**src/rtl/shpg_pkg.sv**
```systemverilog
`timescale 1ns / 1ps
`default_nettype none
// ----------------------------------------------------------------------------
// shpg_pkg
// Types, constants and digit permutations for the scrambled Halton point
// generator (bases 5 and 3).
// ----------------------------------------------------------------------------
package shpg_pkg;

  // Input item: draw a point or load a dimension counter
  typedef struct packed {
    logic        kind;
    logic [2:0]  dim;
    logic [31:0] load_value;
  } shpg_in_t;

  // Result item: one 2D point in unsigned Q0.32
  typedef struct packed {
    logic [31:0] x_frac;
    logic [31:0] y_frac;
    logic        point_valid;
  } shpg_out_t;

  // Item kinds
  localparam logic KIND_DRAW = 1'b0;
  localparam logic KIND_LOAD = 1'b1;

  // Edge margin register
  localparam int          MARGIN_W     = 30;
  localparam logic [29:0] MARGIN_RESET = 30'd429497;

  // Counter advance after each draw
  localparam logic [31:0] COUNTER_STEP = 32'd7;

  // Reciprocals for exact 32-bit division by 3 and 5: q = (v * RECIP) >> SHIFT
  localparam logic [31:0] RECIP3 = 32'd2863311531;
  localparam logic [31:0] RECIP5 = 32'd3435973837;
  localparam int          SHIFT3 = 33;
  localparam int          SHIFT5 = 34;

  // Base-5 digit scramble: 0->1, 1->3, 2->4, 3->0, 4->2
  function automatic logic [2:0] perm5(input logic [2:0] d);
    logic [2:0] p;
    case (d)
      3'd0:    p = 3'd1;
      3'd1:    p = 3'd3;
      3'd2:    p = 3'd4;
      3'd3:    p = 3'd0;
      3'd4:    p = 3'd2;
      default: p = 3'd0;
    endcase
    return p;
  endfunction

  // Base-3 digit scramble: 0->1, 1->0, 2->2
  function automatic logic [1:0] perm3(input logic [1:0] d);
    logic [1:0] p;
    case (d)
      2'd0:    p = 2'd1;
      2'd1:    p = 2'd0;
      2'd2:    p = 2'd2;
      default: p = 2'd0;
    endcase
    return p;
  endfunction

endpackage
`default_nettype wire

```
**src/rtl/scrambled_halton_point_generator.sv**
```systemverilog
`timescale 1ns / 1ps
`default_nettype none
// ----------------------------------------------------------------------------
// scrambled_halton_point_generator
// Per-dimension counters; a draw returns the scrambled base-5 / base-3
// radical inverse of the counter as a Q0.32 point and advances the counter.
// ----------------------------------------------------------------------------
//
//   channel  direction  handshake            payload
//   in       input      in_valid / in_stall  in_data  (shpg_in_t)
//   out      output     out_valid/ out_stall out_data (shpg_out_t)
//   cfg      input      cfg_wr_en            cfg_wr_data (edge margin)
//
// A load leaves the sequencer idle, so the input is not stalled. A draw with
// a dimension in range works through the digits of the counter (at most 14
// in base 5 and 21 in base 3) on one shared 32x32 multiplier used for the
// digit steps and the margin product, then runs a 32-step restoring divider
// once per base; the input stays stalled until the point is finished. A draw
// with a dimension out of range skips the arithmetic. The result sits in
// an output register, so the next item is accepted while it waits on
// out_stall; a finished point that finds that register still stalled holds
// the sequencer until the register frees up. Reset is synchronous, clears
// the counters and restores the default margin.
// ----------------------------------------------------------------------------
module scrambled_halton_point_generator #(
  parameter int NUM_DIMS = 6
) (
  input  wire                  clk,
  input  wire                  rst_n,
  input  wire                  in_valid,
  output logic                 in_stall,
  input  shpg_pkg::shpg_in_t   in_data,
  output logic                 out_valid,
  input  wire                  out_stall,
  output shpg_pkg::shpg_out_t  out_data,
  input  wire                  cfg_wr_en,
  input  wire [29:0]           cfg_wr_data
);
  import shpg_pkg::*;

  localparam int IDX_W = (NUM_DIMS > 1) ? $clog2(NUM_DIMS) : 1;

  // Sequencer codes
  localparam logic [3:0] S_IDLE  = 4'd0;
  localparam logic [3:0] S_DMUL  = 4'd1;
  localparam logic [3:0] S_DSTEP = 4'd2;
  localparam logic [3:0] S_PLO   = 4'd3;
  localparam logic [3:0] S_PHI   = 4'd4;
  localparam logic [3:0] S_PACC  = 4'd5;
  localparam logic [3:0] S_PSUB  = 4'd6;
  localparam logic [3:0] S_DIV   = 4'd7;
  localparam logic [3:0] S_RES   = 4'd8;
  localparam logic [3:0] S_FIN   = 4'd9;

  logic [3:0]          state_r,   state_nxt;
  logic [29:0]         eps_r,     eps_nxt;
  logic [31:0]         ctr_r      [NUM_DIMS];
  logic [31:0]         ctr_nxt    [NUM_DIMS];
  logic [31:0]         v_r,       v_nxt;
  logic [31:0]         save_r,    save_nxt;
  logic                base5_r,   base5_nxt;
  logic [33:0]         r_r,       r_nxt;
  logic [33:0]         den_r,     den_nxt;
  logic [63:0]         mul_r,     mul_nxt;
  logic [63:0]         acc_r,     acc_nxt;
  logic [33:0]         rem_r,     rem_nxt;
  logic [31:0]         shq_r,     shq_nxt;
  logic [4:0]          bit_r,     bit_nxt;
  logic [31:0]         x_r,       x_nxt;
  logic [31:0]         y_r,       y_nxt;
  logic                pv_r,      pv_nxt;
  logic                out_valid_r, out_valid_nxt;
  shpg_out_t           out_data_r,  out_data_nxt;

  logic [31:0]         mul_a;
  logic [31:0]         mul_b;
  logic                in_fire;
  logic                dim_ok;
  logic [IDX_W-1:0]    dim_idx;
  logic [31:0]         q;
  logic [31:0]         qb;
  logic [31:0]         dig;
  logic [2:0]          pdig;
  logic [65:0]         scaled;
  logic [34:0]         trial;
  logic [35:0]         diff;
  logic                ge;
  logic [31:0]         res;

  assign in_stall  = (state_r != S_IDLE);
  assign in_fire   = in_valid && (state_r == S_IDLE);
  assign dim_ok    = ({1'b0, in_data.dim} < 4'(NUM_DIMS));
  assign dim_idx   = in_data.dim[IDX_W-1:0];
  assign out_valid = out_valid_r;
  assign out_data  = out_data_r;

  // Select operands of the shared multiplier
  always_comb begin
    mul_a = 32'd0;
    mul_b = 32'd0;
    case (state_r)
      S_DMUL: begin
        mul_a = v_r;
        mul_b = base5_r ? RECIP5 : RECIP3;
      end
      S_PLO: begin
        mul_a = {15'd0, r_r[16:0]};
        mul_b = {2'd0, eps_r};
      end
      S_PHI: begin
        mul_a = {15'd0, r_r[33:17]};
        mul_b = {2'd0, eps_r};
      end
      default: begin
        mul_a = 32'd0;
        mul_b = 32'd0;
      end
    endcase
    mul_nxt = 64'(mul_a) * 64'(mul_b);
  end

  // Digit step: quotient, remainder digit and its scramble
  always_comb begin
    if (base5_r) begin
      q  = {2'd0, mul_r[63:SHIFT5]};
      qb = q + {q[29:0], 2'd0};
    end else begin
      q  = {1'd0, mul_r[63:SHIFT3]};
      qb = q + {q[30:0], 1'd0};
    end
    dig  = v_r - qb;
    pdig = base5_r ? perm5(dig[2:0]) : {1'b0, perm3(dig[1:0])};
  end

  // Scaled numerator r * (2^32 - 2*eps) and one divider step
  assign scaled = {r_r, 32'd0} - {1'b0, acc_r, 1'b0};
  assign trial  = {rem_r, shq_r[31]};
  assign diff   = {1'b0, trial} - {2'd0, den_r};
  assign ge     = !diff[35];
  assign res    = shq_r + {2'd0, eps_r};

  // Sequencer and datapath next state
  always_comb begin
    state_nxt     = state_r;
    eps_nxt       = eps_r;
    ctr_nxt       = ctr_r;
    v_nxt         = v_r;
    save_nxt      = save_r;
    base5_nxt     = base5_r;
    r_nxt         = r_r;
    den_nxt       = den_r;
    acc_nxt       = acc_r;
    rem_nxt       = rem_r;
    shq_nxt       = shq_r;
    bit_nxt       = bit_r;
    x_nxt         = x_r;
    y_nxt         = y_r;
    pv_nxt        = pv_r;
    out_valid_nxt = out_valid_r;
    out_data_nxt  = out_data_r;

    if (cfg_wr_en) begin
      eps_nxt = cfg_wr_data;
    end

    case (state_r)
      S_IDLE: begin
        if (in_fire) begin
          if (in_data.kind == KIND_LOAD) begin
            if (dim_ok) begin
              ctr_nxt[dim_idx] = in_data.load_value;
            end
          end else if (dim_ok) begin
            ctr_nxt[dim_idx] = ctr_r[dim_idx] + COUNTER_STEP;
            v_nxt            = ctr_r[dim_idx];
            save_nxt         = ctr_r[dim_idx];
            base5_nxt        = 1'b1;
            r_nxt            = 34'd0;
            den_nxt          = 34'd1;
            state_nxt        = S_DMUL;
          end else begin
            x_nxt     = 32'd0;
            y_nxt     = 32'd0;
            pv_nxt    = 1'b0;
            state_nxt = S_FIN;
          end
        end
      end
      // Issue the reciprocal multiply, or finish the digit string
      S_DMUL: begin
        state_nxt = (v_r == 32'd0) ? S_PLO : S_DSTEP;
      end
      // Fold one scrambled digit into numerator and denominator
      S_DSTEP: begin
        if (base5_r) begin
          r_nxt   = r_r + {r_r[31:0], 2'd0} + {31'd0, pdig};
          den_nxt = den_r + {den_r[31:0], 2'd0};
        end else begin
          r_nxt   = r_r + {r_r[32:0], 1'd0} + {31'd0, pdig};
          den_nxt = den_r + {den_r[32:0], 1'd0};
        end
        v_nxt     = q;
        state_nxt = S_DMUL;
      end
      S_PLO: begin
        state_nxt = S_PHI;
      end
      S_PHI: begin
        acc_nxt   = mul_r;
        state_nxt = S_PACC;
      end
      S_PACC: begin
        acc_nxt   = acc_r + {mul_r[46:0], 17'd0};
        state_nxt = S_PSUB;
      end
      // Load the divider with the scaled numerator
      S_PSUB: begin
        rem_nxt   = scaled[65:32];
        shq_nxt   = scaled[31:0];
        bit_nxt   = 5'd31;
        state_nxt = S_DIV;
      end
      // Restoring division, one quotient bit per cycle
      S_DIV: begin
        rem_nxt = ge ? diff[33:0] : trial[33:0];
        shq_nxt = {shq_r[30:0], ge};
        if (bit_r == 5'd0) begin
          state_nxt = S_RES;
        end else begin
          bit_nxt = bit_r - 5'd1;
        end
      end
      // Store one coordinate; rerun for base 3 after base 5
      S_RES: begin
        if (base5_r) begin
          x_nxt     = res;
          base5_nxt = 1'b0;
          v_nxt     = save_r;
          r_nxt     = 34'd0;
          den_nxt   = 34'd1;
          state_nxt = S_DMUL;
        end else begin
          y_nxt     = res;
          pv_nxt    = 1'b1;
          state_nxt = S_FIN;
        end
      end
      S_FIN: begin
        if (!out_valid_r || !out_stall) begin
          state_nxt = S_IDLE;
        end
      end
      default: begin
        state_nxt = S_IDLE;
      end
    endcase

    // Output register: load a finished point, drop a transferred one
    if (state_r == S_FIN && (!out_valid_r || !out_stall)) begin
      out_valid_nxt            = 1'b1;
      out_data_nxt.x_frac      = x_r;
      out_data_nxt.y_frac      = y_r;
      out_data_nxt.point_valid = pv_r;
    end else if (out_valid_r && !out_stall) begin
      out_valid_nxt = 1'b0;
    end
  end

  // Control state and counters
  always_ff @(posedge clk) begin
    if (!rst_n) begin
      state_r     <= S_IDLE;
      eps_r       <= MARGIN_RESET;
      out_valid_r <= 1'b0;
      for (int i = 0; i < NUM_DIMS; i++) begin
        ctr_r[i] <= 32'd0;
      end
    end else begin
      state_r     <= state_nxt;
      eps_r       <= eps_nxt;
      out_valid_r <= out_valid_nxt;
      ctr_r       <= ctr_nxt;
    end
  end

  // Datapath registers
  always_ff @(posedge clk) begin
    v_r        <= v_nxt;
    save_r     <= save_nxt;
    base5_r    <= base5_nxt;
    r_r        <= r_nxt;
    den_r      <= den_nxt;
    mul_r      <= mul_nxt;
    acc_r      <= acc_nxt;
    rem_r      <= rem_nxt;
    shq_r      <= shq_nxt;
    bit_r      <= bit_nxt;
    x_r        <= x_nxt;
    y_r        <= y_nxt;
    pv_r       <= pv_nxt;
    out_data_r <= out_data_nxt;
  end

endmodule
`default_nettype wire

```
**config.mk**
```make
export PLATFORM = sky130hd
export DESIGN_NAME = scrambled_halton_point_generator
export DESIGN_NICKNAME = d
export VERILOG_FILES = /design/src/rtl/shpg_pkg.sv /design/src/rtl/scrambled_halton_point_generator.sv
export SDC_FILE = /design/constraint.sdc
export NUM_CORES = 2
export LEC_CHECK = 0
export BUFFER_PORTS_ARGS = -buffer_cell sky130_fd_sc_hd__buf_4
export CELL_PAD_IN_SITES_DETAIL_PLACEMENT = 1
export CELL_PAD_IN_SITES_GLOBAL_PLACEMENT = 1
export CORE_MARGIN = 10
export CORE_UTILIZATION = 45
export CTS_CLUSTER_DIAMETER = 150
export DETAILED_ROUTE_END_ITERATION = 8
export GPL_TIMING_DRIVEN = 0
export PLACE_DENSITY = 0.76
export SKIP_LAST_GASP = 1
export SYNTH_ARGS = -nofsm -noshare
export SYNTH_HDL_FRONTEND = slang
export SYNTH_SLANG_ARGS = --single-unit
```
**constraint.sdc**
```tcl
create_clock -name clk -period 17.1 [get_ports clk]
set_clock_uncertainty 0.1 [all_clocks]
set_input_delay 3.42 -clock clk [delete_from_list [all_inputs] [get_ports clk]]
set_output_delay 3.42 -clock clk [all_outputs]
set_load 0.02 [all_outputs]
```
==> out/qor.yml <==
die:
  boundaryPins: 138
  start_util: 0.454
  die_area_mm2: 0.183
  die-width_um: 428
  dieHeight_um: 428
  rows: 149
  core_mm2: 0.165
worst_setup_path:
  r2r_setup_slack_ns: 3.97
  critPathBufInv: 10
  path_class: "reg -> reg"
  critPathMaxFanout: 10
  path_delay_family: "adder cells"
  critPathCaptureType: "flop"
  worstPathRequired_ns: 17.60
  cp-start-kind: "flop"
  r2r_start: "state_r[2]$_SDFFE_PN0P_"
  cp_slowest_cell: "clkbuf_1"
  cp_common_cell: "fa_1"
  arrival_ns: 13.63
  cp_slowest_stage_delay_ns: 1.10
  timing.rr.end: "mul_r[60]$_DFF_P_"
  crit_start: "state_r[2]$_SDFFE_PN0P_"
  r2r_cells: 34
cts:
  clock-root-buffer: "clkbuf_16"
  tritoncts: "done"
  h-tree-depth: 3
  clk_pin_slew_ns: 0.06
  ctsResizeCount: 0
  ctsHoldBuffers: 0
  cts_inserted_buffers: 81
  post-cts-setup-buffers: 0
  cts_sinks: 688
  clock_path_buffers: 3
  clock_latency_ns: 0.75
power:
  peakVddDrop_uv: 317
  power_leakage_nw: 38.3
  powerDensity_mw_per_mm2: 144
cells_and_area:
  fin_cells: 10800
  multi_input_area_mm2: 0.0514
  fill_cells: 19200
  nNetsFinal: 10100
  layout-drive-gt1-share: 0.0483
  final-seq-area_mm2: 0.0177
  final_common_cell: "inv_1"
  syn_to_final_growth_pct: 9.73
  final_cell_mix: "inv_1 (1313), fa_1 (906), nor2_1 (868), nand2_1 (700), ha_1 (598)"
  postLayoutCoreUtil: 0.498
  fin_area_mm2: 0.0823
sta:
  maxSlewHeadroom: -0.0201
  period_needed_ns: 13.13
  rsz0062_at_grt: "false"
  period_share: 0.768
  setup_ws_ns: 3.97
  finalHoldViolCount: 0
  tightest_slew_ns: 1.53
  drv_slew: 11
  fmax_mhz: 76.2
  final.setup.tns_ns: 0
  setup_viol: 0
yosys:
  ys_top_cells_by_area: "fa_1 (24%), edfxtp_1 (16%), ha_1 (10%)"
  ys.flop_type: "edfxtp_1"
  seq_area_frac_synth: 0.237
  synth-async-reset-ratio: 0
  synth_top_area_frac: 0.242
  ys_warn_count: 0
  ys_ff_latch: 688
  avgSynthCellArea_um2: 9.12
  synth_cell_type_count: 114
  syn-instance-count: 8226
  synth-edff-count: 397
  mappedNetlistArea_mm2: 0.0750
  yosysTopAreaCell: "fa_1"
routing:
  ant_nets: 0
  num_vias: 63900
  wl_per_cell_um: 26.9
  drtIter0Drc: 5491
  via_per_inst: 5.91
  route.detailed.drc: 0
  dr.pass1.iters: 6
  drt-total-wl_um: 291000
grt:
  grt_pass1_wl_um: 434000
  antenna_found_initial: 5
  grt_usage: 0.310
  first_global_vias: 68100
  grt_max_degree: 36
  overflow: 0
placed_design:
  pre_cts_slack_ns: 4.47
  port_buffers: 134
  place_area_mm2: 0.0794
  dp_cells: 10700
  gp_congestion: 0.968
  dp_hpwl_um: 238000
outcome:
  failed_checks: "capacitance limit, slew limit"
  run_status: "finished with violations"
job:
  max-cap-violations: 1
min_path:
  holdPathStages: 0
  hold_start: "x_r[24]$_DFFE_PP_"
  hold_path_end: "out_data[57]$_DFFE_PP_"
  hold_path_class: "reg -> reg"
==> stage by stage <==
step	hold slack (ns)	power [mW]
floorplan	0.300	7.40
global placement	0.303	9.60
global route	0.324	12.7
detailed placement	0.305	9.87
finish	0.314	11.9
CTS	0.317	11.8
==> cells in the mapped netlist, drive strengths merged, types with 14 or more instances <==
master   number
a211oi      161
a21boi       23
a21o        182
a21oi       518
a22oi        69
a31oi        33
and2         78
and3         72
buf          55
clkbuf      296
dfxtp       291
edfxtp      397
fa          906
ha          598
inv        1314
mux2         27
mux2i       124
nand2       700
nand2b       60
nand3       110
nand4        52
nor2        872
nor2b        44
nor3         79
nor3b        16
nor4         22
o211ai       36
o21a         43
o21ai       343
o21bai       45
o22ai        25
o2bb2ai      14
o31ai        41
or2          17
or3          22
xnor2       197
xor2        131
==> per-layer routing <==
metal / vias up / part of all wire / global-route usage
met2: 2553 / 0.46 / 0.503
met3: 714 / 0.073 / 0.0497
met1: 32800 / 0.41 / 0.398
met5: - / 0.000041 / 0
li1: 27900 / - / -
met4: 2 / 0.064 / 0.164
==> final cells by class <==
class,instances,share of cell area
diodes,4,0.000122
plain buffers,351,0.0173
clock buffers,110,0.0282
clock inverters,41,0.00646
inverters,1317,0.0600
multi-input cells,5973,0.624
flip-flops and latches,688,0.216
well taps,2189,0.0333
repair buffers,147,0.0150
==> power by group <==
| group | internal, mW | total, mW | switching (mW) |
|---|---|---|---|
| Clock | 1.06 | 1.86 | 0.793 |
| Combinational | 2.88 | 7.71 | 4.84 |
| Sequential | 2.02 | 2.28 | 0.265 |
| Total | 5.96 | 11.9 | 5.90 |
==> registers in the layout, indices dropped and copies added (netlist names) <==
name and cells:
acc_r 64, base5_r 1, bit_r 5, ctr_r 192, den_r 33, eps_r 30
mul_r 64, out_data 65, out_valid 1, pv_r 1, r_r 34, rem_r 34
save_r 32, shq_r 32, state_r 4, v_r 32, x_r 32, y_r 32
==> worst max path at each step <==
stage / cells past startpoint / slack [ns] / endpoint
4_1_cts: 32 / 4.42 / mul_r[60]$_DFF_P_
5_1_grt: 34 / 3.39 / mul_r[60]$_DFF_P_
2_1_floorplan: 7 / 7.29 / den_r[10]$_SDFFCE_PN0P_
3_3_place_gp: 31 / 3.54 / mul_r[60]$_DFF_P_
3_5_place_dp: 32 / 4.47 / mul_r[60]$_DFF_P_
6_report: 34 / 3.97 / mul_r[60]$_DFF_P_
==> logic make-up after synthesis <==
group           synth area share
xor+xnor                  0.0383
other cells             0.000100
buf+inv                   0.0848
fa+ha+maj                  0.341
mux                       0.0236
compound gates             0.144
flops                      0.237
simple gates               0.131
==> worst reg2reg max path, delay by kind of cell, from the launching register on <==
family / cells / cell delay (ns)
buffers and inverters: 10 / 3.25
DFF: 1 / 0.31
xor gates and xnor gates: 1 / 0.16
AOI/OAI and AO/OA: 5 / 1.34
adders and majority gates: 9 / 4.51
and+or+nand+nor: 9 / 3.36
(Power assumes the default switching activity.)
